`src/hw/rtl/fisr_pkg.sv`:
```
`default_nettype none
// ----------------------------------------------------------------------------
// fisr_pkg
// Shared constants and binary32 normalize/round helpers for the fast inverse
// square root pipeline.
// ----------------------------------------------------------------------------
package fisr_pkg;

   localparam logic [31:0] RSQRT_MAGIC     = 32'h5f3759df;
   localparam logic [31:0] CANON_QNAN      = 32'h7fc00000;
   localparam logic [31:0] FP_HALF         = 32'h3f000000;
   localparam logic [31:0] FP_THREE_HALVES = 32'h3fc00000;
   localparam logic [7:0]  EXP_MAX         = 8'hff;

   // Width of the working significand: leading one sits at the top bit.
   localparam int unsigned MW = 51;

   // Leading zero count of a working significand.
   function automatic logic [5:0] lzc51(input logic [MW-1:0] m);
      logic [5:0] n;
      logic       found;
      n     = 6'(MW);
      found = 1'b0;
      for (int i = MW - 1; i >= 0; i--) begin
         if (!found && m[i]) begin
            n     = 6'(MW - 1 - i);
            found = 1'b1;
         end
      end
      return n;
   endfunction

   // Packs a normalized significand (leading one at the top bit) with biased
   // exponent be into binary32, rounding to nearest even. Handles gradual
   // underflow and overflow to infinity.
   function automatic logic [31:0] round_pack(input logic sgn,
                                              input logic signed [10:0] be,
                                              input logic [MW-1:0] mn);
      logic [6:0]    sh;
      logic [MW-1:0] m_ext;
      logic [MW-1:0] mask;
      logic          lost;
      logic [23:0]   mant;
      logic          g;
      logic          st;
      logic [7:0]    efield;
      logic [30:0]   mag;
      sh = 7'd0;
      if (be <= 11'sd0) begin
         if (be < -11'sd50) begin
            sh = 7'(MW);
         end else begin
            sh = 7'(11'sd1 - be);
         end
      end
      m_ext  = mn >> sh;
      mask   = ~({MW{1'b1}} << sh);
      lost   = |(mn & mask);
      mant   = m_ext[MW-1 -: 24];
      g      = m_ext[MW-25];
      st     = (|m_ext[MW-26:0]) | lost;
      efield = (be > 11'sd0) ? be[7:0] : 8'd0;
      mag    = {efield, mant[22:0]} + 31'(g & (st | mant[0]));
      if (be >= 11'sd255) begin
         mag = {EXP_MAX, 23'd0};
      end
      return {sgn, mag};
   endfunction

endpackage
`default_nettype wire

```
`src/hw/rtl/fisr_fmul.sv`:
```
`default_nettype none
// ----------------------------------------------------------------------------
// fisr_fmul
// Two-stage binary32 multiplier, round to nearest even, subnormals kept.
// ----------------------------------------------------------------------------
module fisr_fmul
   import fisr_pkg::*;
(
   input  wire logic        clock,
   input  wire logic        en,
   input  wire logic [31:0] a,
   input  wire logic [31:0] b,
   output logic      [31:0] z
);

   typedef struct packed {
      logic nan;
      logic inf;
      logic zero;
      logic sgn;
   } flags_type;

   logic [7:0]  ea, eb;
   logic        a_nan, b_nan, a_inf, b_inf, a_zero, b_zero;
   flags_type   flags_in, flags_ff;
   logic [8:0]  esum_in, esum_ff;
   logic [47:0] prod_in, prod_ff;

   assign ea     = a[30:23];
   assign eb     = b[30:23];
   assign a_nan  = (ea == EXP_MAX) && (a[22:0] != 23'd0);
   assign b_nan  = (eb == EXP_MAX) && (b[22:0] != 23'd0);
   assign a_inf  = (ea == EXP_MAX) && (a[22:0] == 23'd0);
   assign b_inf  = (eb == EXP_MAX) && (b[22:0] == 23'd0);
   assign a_zero = a[30:0] == 31'd0;
   assign b_zero = b[30:0] == 31'd0;

   always_comb begin
      flags_in.nan  = a_nan | b_nan | (a_inf & b_zero) | (b_inf & a_zero);
      flags_in.inf  = a_inf | b_inf;
      flags_in.zero = a_zero | b_zero;
      flags_in.sgn  = a[31] ^ b[31];
      esum_in = 9'((ea == 8'd0) ? 8'd1 : ea) + 9'((eb == 8'd0) ? 8'd1 : eb);
      prod_in = {24'd0, (ea != 8'd0), a[22:0]} * {24'd0, (eb != 8'd0), b[22:0]};
   end

   always_ff @(posedge clock) begin
      if (en) begin
         flags_ff <= flags_in;
         esum_ff  <= esum_in;
         prod_ff  <= prod_in;
      end
   end

   logic [MW-1:0]     pw;
   logic [5:0]        lz;
   logic signed [10:0] be;
   logic [31:0]       z_in, z_ff;

   always_comb begin
      pw = {prod_ff, 3'd0};
      lz = lzc51(pw);
      be = signed'({2'b00, esum_ff}) - 11'sd126 - signed'({5'd0, lz});
      if (flags_ff.nan) begin
         z_in = CANON_QNAN;
      end else if (flags_ff.inf) begin
         z_in = {flags_ff.sgn, EXP_MAX, 23'd0};
      end else if (flags_ff.zero) begin
         z_in = {flags_ff.sgn, 31'd0};
      end else begin
         z_in = round_pack(flags_ff.sgn, be, pw << lz);
      end
   end

   always_ff @(posedge clock) begin
      if (en) begin
         z_ff <= z_in;
      end
   end

   assign z = z_ff;

endmodule
`default_nettype wire

```
`config.mk`:
```
export PLATFORM = sky130hd
export DESIGN_NAME = fisr_fmul
export DESIGN_NICKNAME = d
export VERILOG_FILES = /design/src/hw/rtl/fisr_pkg.sv /design/src/hw/rtl/fisr_fmul.sv
export SDC_FILE = /design/constraint.sdc
export NUM_CORES = 2
export LEC_CHECK = 0
export ABC_AREA = 1
export BUFFER_PORTS_ARGS = -buffer_cell sky130_fd_sc_hd__buf_4
export CAP_MARGIN = 20
export CORE_UTILIZATION = 45
export CTS_BUF_LIST = sky130_fd_sc_hd__clkbuf_4 sky130_fd_sc_hd__clkbuf_8 sky130_fd_sc_hd__clkbuf_16
export DETAILED_ROUTE_END_ITERATION = 10
export SETUP_SLACK_MARGIN = 0.2
export SYNTH_ARGS = -nofsm -noshare
export SYNTH_HDL_FRONTEND = slang
export SYNTH_SLANG_ARGS = --single-unit
```
`constraint.sdc`:
```
create_clock -name clock -period 20.4 [get_ports clock]
set_input_delay 1.02 -clock clock [delete_from_list [all_inputs] [get_ports clock]]
set_output_delay 1.02 -clock clock [all_outputs]
set_load 0.02 [all_outputs]
```
# Word level (Yosys, flattened, before mapping)
# Index checks and enable logic that the tools add are counted.
[classes]
n_addsub = 5
n_mul = 1
n_lt_le_gt_ge = 4
n_eq_ne = 2
shifts = 3
mux = 106
bitwise = 13
reduce_logical = 112
[ops]
columns = ["op", "n"]
rows = [
  ["6-bit two-way mux", 48],
  ["31-bit zero test", 2],
  ["31-bit two-way mux", 2],
  ["51-bit AND", 1],
  ["1-bit logical AND", 51],
  ["51-bit inverter", 1],
  ["51-bit OR reduction", 1],
  ["51-bit by 6-bit << shifter with 51-bit output", 1],
  ["51-bit by 7-bit << shifter with 51-bit output (first input constant)", 1],
  ["51-bit by 7-bit right shift with 50-bit output", 1],
  ["24-bit by 24-bit multiplier with 48-bit output", 1],
  ["1-bit zero test", 47],
  ["1-bit two-way mux", 47],
  ["23-bit zero test", 2],
  ["23-bit nonzero test", 2],
  ["7-bit two-way mux", 5],
  ["31-bit by 1-bit adder with 31-bit output", 1],
  ["26-bit OR reduction", 1],
  ["8-bit two-way mux", 3],
  ["23-bit two-way mux", 1],
  ["8-bit == test (second input constant)", 2],
  ["8-bit zero test", 2],
  ["8-bit nonzero test", 2],
  ["11-bit by 9-bit >= comparator with 1-bit output (second input constant)", 1],
  ["other kinds (12)", 20],
]
[totals]
reg_bits = 93
inputBits = 66
out_inout_bits = 32

# Longest topological paths before layout
[logic_depth]
word_depth = 160
mapped_depth = 61
depth_no_buf = 60

# Worst setup path before layout
# No wires, ideal clock.
[synth_path]
path_type = "input-to-reg"
start = "input b[3]"
end = "register prod_ff[44] (data pin)"
setup_ns = 0.265
arrival_time_ns = 9.023
setup_slack_ns = 11.112
cell_stages = 47
path_buffers = 2
cell_sequence = "clkbuf_1 > clkbuf_1 > nand2_1 > fa_1 > fa_1 > inv_1 > fa_1 > ha_1 > fa_1 > inv_1 > fa_1 > fa_1 > inv_1 > ha_1 > a21o_1 > a21oi_1 > nor3_1 > nor2_1 > [11 not listed] > o21ai_0 > a21oi_1 > o21bai_1 > a21oi_1 > o21bai_1 > nand3_1 > nor2_1 > a2111oi_0 > o21ai_0 > nand3_1 > nand2_1 > nand3_1 > nand2_1 > nand2_1 > nand2_1 > inv_1 > o21ai_0 > xor2_1"
[synth_between]
elab_chain_cells = 1
[synth_rtl]
columns = ["item", "line_no", "rtl"]
rows = [
  ["start, declared", "fisr_fmul.sv:12", "input wire logic [31:0] b,"],
  ["24-bit by 24-bit multiplier with 48-bit output", "fisr_fmul.sv:44", "prod_in = {24'd0, (ea != 8'd0), a[22:0]} * {24'd0, (eb != 8'd0), b[22:0]};"],
  ["named net prod_in[44]", "fisr_fmul.sv:27", "logic [47:0] prod_in, prod_ff;"],
  ["end signal, assigned", "fisr_fmul.sv:51", "prod_ff <= prod_in;"],
  ["end, declared", "fisr_fmul.sv:27", ""],
]
# The timed path passes the listed nets, and every way through them passes these cells.
# A chain may end at the register's enable or synchronous reset.

# Worst setup path after layout
[layout_path]
start = "register prod_ff[45]"
end = "register z_ff[30], in the netlist z[30] (data pin)"
[layout_between]
elab_chain_cells = 154
elab_cells_between_ends = 207
[layout_rtl]
columns = ["item", "line_no", "rtl"]
rows = [
  ["1-bit logical AND", "fisr_pkg.sv:25", "if (!found && m[i]) begin"],
  ["1-bit two-way mux", "fisr_pkg.sv:25", ""],
  ["1-bit zero test", "fisr_pkg.sv:25", ""],
  ["1-bit logical AND", "fisr_pkg.sv:25", ""],
  ["1-bit two-way mux", "fisr_pkg.sv:25", ""],
  ["1-bit zero test", "fisr_pkg.sv:25", ""],
  ["1-bit logical AND", "fisr_pkg.sv:25", ""],
  ["1-bit two-way mux", "fisr_pkg.sv:25", ""],
  ["[138 not listed]", "n/a", ""],
  ["51-bit AND", "fisr_pkg.sv:58", "lost = |(mn & mask);"],
  ["51-bit OR reduction", "fisr_pkg.sv:58", ""],
  ["1-bit OR", "fisr_pkg.sv:61", "st = (|m_ext[MW-26:0]) | lost;"],
  ["1-bit OR", "fisr_pkg.sv:63", "mag = {efield, mant[22:0]} + 31'(g & (st | mant[0]));"],
  ["1-bit AND", "fisr_pkg.sv:63", ""],
  ["31-bit by 1-bit adder with 31-bit output", "fisr_pkg.sv:63", ""],
  ["31-bit two-way mux (*)", "fisr_pkg.sv:64", "if (be >= 11'sd255) begin"],
  ["31-bit two-way mux (*)", "fisr_fmul.sv:68", "end else if (flags_ff.zero) begin"],
  ["end signal, assigned", "fisr_fmul.sv:77", "z_ff <= z_in;"],
  ["end, declared", "fisr_fmul.sv:58", "logic [31:0] z_in, z_ff;"],
]
# Every way passes the cells marked *; elsewhere a longest branch is shown, timed or not. The select of a mux whose other input is x is not followed.

==> run metrics <==
worst min path class=reg -> reg; CTS buffer count=9; Synth top area share=31.6%; worst skew pair latency=0.38 ns; average size of a mapped cell=7.01 um2; Mapped Area=30600 um2; Worst Path Max Fanout=89; Finished Cell Area=31800 um2; Antenna Violating Nets Remaining=0; Post-CTS Setup Inserts=0; status=finished clean; antenna violations before repair=1; Post-Synth Adder-Cell Area=39.4%; Worst EP arrival=10.24 ns; FF-to-FF Start=prod_ff[45]; Synth Flop Type=edfxtp_1; syn_nets=5110; CP peak stage delay=0.64 ns; Synth top cells by count=nand2_1 (1274), inv_1 (901), fa_1 (484); Initial Utilization=45.5%; top-count cell post-synth=nand2_1; Worst Setup End Kind=register; IO Pins=98; die width=263 um; Sequential cell area=2790 um2; vias in the first global route=27557; Final Max Tran Viols=0; final hold viol count=0; #FFs+latches synth=93; Worst-path clk slew=0.07 ns; Reg2Reg Capture Point=z[30]; Synth Area in Simple Gates=28.4%; Inst Count DP=5107; Wirelength per Cell=19.0 um; top cells by area, synth=fa_1 (32%), nand2_1 (16%), inv_1 (11%), edfxtp_1 (9.1%), ha_1 (7.8%); CTS Hold Bufs=0; post-synthesis mux area share=0.261%; Ys Warns=0; cell taking the most area after synthesis=fa_1; total detailed-routing wirelength=97200 um; period utilisation layout=49.7%; Worst Setup Start Kind=register; Period minus WS final=10.14 ns; CP required=20.50 ns; largest family of logic cells by synthesized area=adder cells; Crit path top cell by count=nand2_1; dpl hpwl=74700 um; Fill cells=6962; Syn Inst Count=4369; floorplan die height=263 um; final clock skew=0.0205 ns; # nets final=4986; gp weighted congestion=1.04; RSZ-0062 raised after global routing=no; initial DRC count=2521; number of diodes=0; Max Clk Rate=98.6 MHz; total negative setup slack=0 ns; DR vias/cell=5.41; path type of the worst setup path=reg -> reg; core area=67300 um2; Hold Path Depth=2; multi-input logic area=23300 um2; max cap viols=0; Netlist cell types=64; Worst Tran Pin Value=0.947 ns; sequential element share of the synthesized area=9.12%; Clock Sinks=93; routed vias=27741; Worst Hold Endpoint=z[31]; dpl cell area=31500 um2; Compound-Gate Fraction of Synth Area=6.15%; First-pass DRT Iterations=7; Clock Root Buffer=clkbuf_16; non-filler instance count after layout=5123; proportion of layout cells with a drive suffix above 1=5.48%; FFs w/ async S/R, synth=0%; first-pass GRT wire length=154000 um; area grow syn2layout=3.78%; port bufs=97; Post-synth EDFFs=93; min-delay src=flags_ff[0]; Residual DRC=0; Slew headroom=36.2%; CTS tree=built; row count=95; Crit-path slowest cell=inv_1; die area=69100 um2; Max Root-Sink Buffers=2; H-tree lvl count=3; R2R depth=51; largest net degree at the start of global routing=90; Post-CTS Resized=0; final setup vio count=0; GRT Util Overall=28.4%; Post-Synth XOR/XNOR Area=1.86%; grt ovf=0; R2R setup slack=10.26 ns
## worst max-delay path: cells and delay by family (launching register included)
family	cells	cell delay [ns]
AND/OR/NAND/NOR	38	5.00
AO/OA/AOI/OAI	2	0.32
adder cells (fa/ha/maj)	3	1.16
flip-flops	1	0.45
buffers and inverters	8	2.81
## layout by cell type (no fill, tap or decap), types with 23 or more instances in the layout
master and count:
o21ai_0 155, nand3_1 408, nor2_2 23, edfxtp_1 93, nand2_1 1273, fa_1 484
a21oi_1 93, xor2_1 50, ha_1 191, inv_1 901, nor2_1 174, nand4_1 46
buf_4 113
## sequential cells by signal, summed over array words and instances, names as in the netlist
| signal | count |
|---|---|
| esum_ff | 9 |
| flags_ff | 4 |
| prod_ff | 48 |
| z | 32 |
## layout make-up
type,instances,share of cell area [%]
tap,873,3.44
inverter,922,10.9
clock buffer,9,0.708
clock inverter,7,0.153
multi-input combinational,3106,73.4
timing repair buffer,113,2.67
sequential,93,8.78
## metrics by stage
stage	utilization, %	hold WS [ns]	setup WS, ns
6_report	47.3	0.546	10.26
2_1_floorplan	-	0.505	11.11
3_5_place_dp	46.8	0.537	10.18
5_1_grt	47.3	0.579	9.22
4_1_cts	47.3	0.552	10.37
3_3_place_gp	46.8	0.532	10.23
## layer usage
| metal | share of wire (%) | wire length, um | GRT usage, % |
|---|---|---|---|
| met5 | 0.013 | 13 | 0 |
| met4 | 3.4 | 3330 | 9.34 |
| met3 | 7.6 | 7410 | 3.17 |
| met2 | 47 | 45800 | 48.3 |
| met1 | 42 | 40600 | 37.8 |
## how the worst max path moves through the flow
stage	slack (ns)	depth (start not counted)	startpoint	endpoint
final	10.26	51	prod_ff[45]	z[30]
after global routing	9.22	54	prod_ff[45]	z[30]
after CTS	10.37	51	prod_ff[45]	z[30]
after detailed placement	10.18	48	b[0]	prod_ff[44]
after global placement	10.23	48	b[0]	prod_ff[44]
after floorplan	11.11	47	b[3]	prod_ff[44]
## cell families after synthesis
| family | count (synthesis) |
|---|---|
| flip-flops | 93 |
| buffers and inverters | 1170 |
| XOR/XNOR | 65 |
| AO/OA/AOI/OAI | 328 |
| multiplexers | 8 |
| adder cells (fa/ha/maj) | 675 |
| AND/OR/NAND/NOR | 2030 |
Power is left out: the tool's default activity adds up to more than one toggle a clock period on the data nets, which glitch-free logic cannot reach.
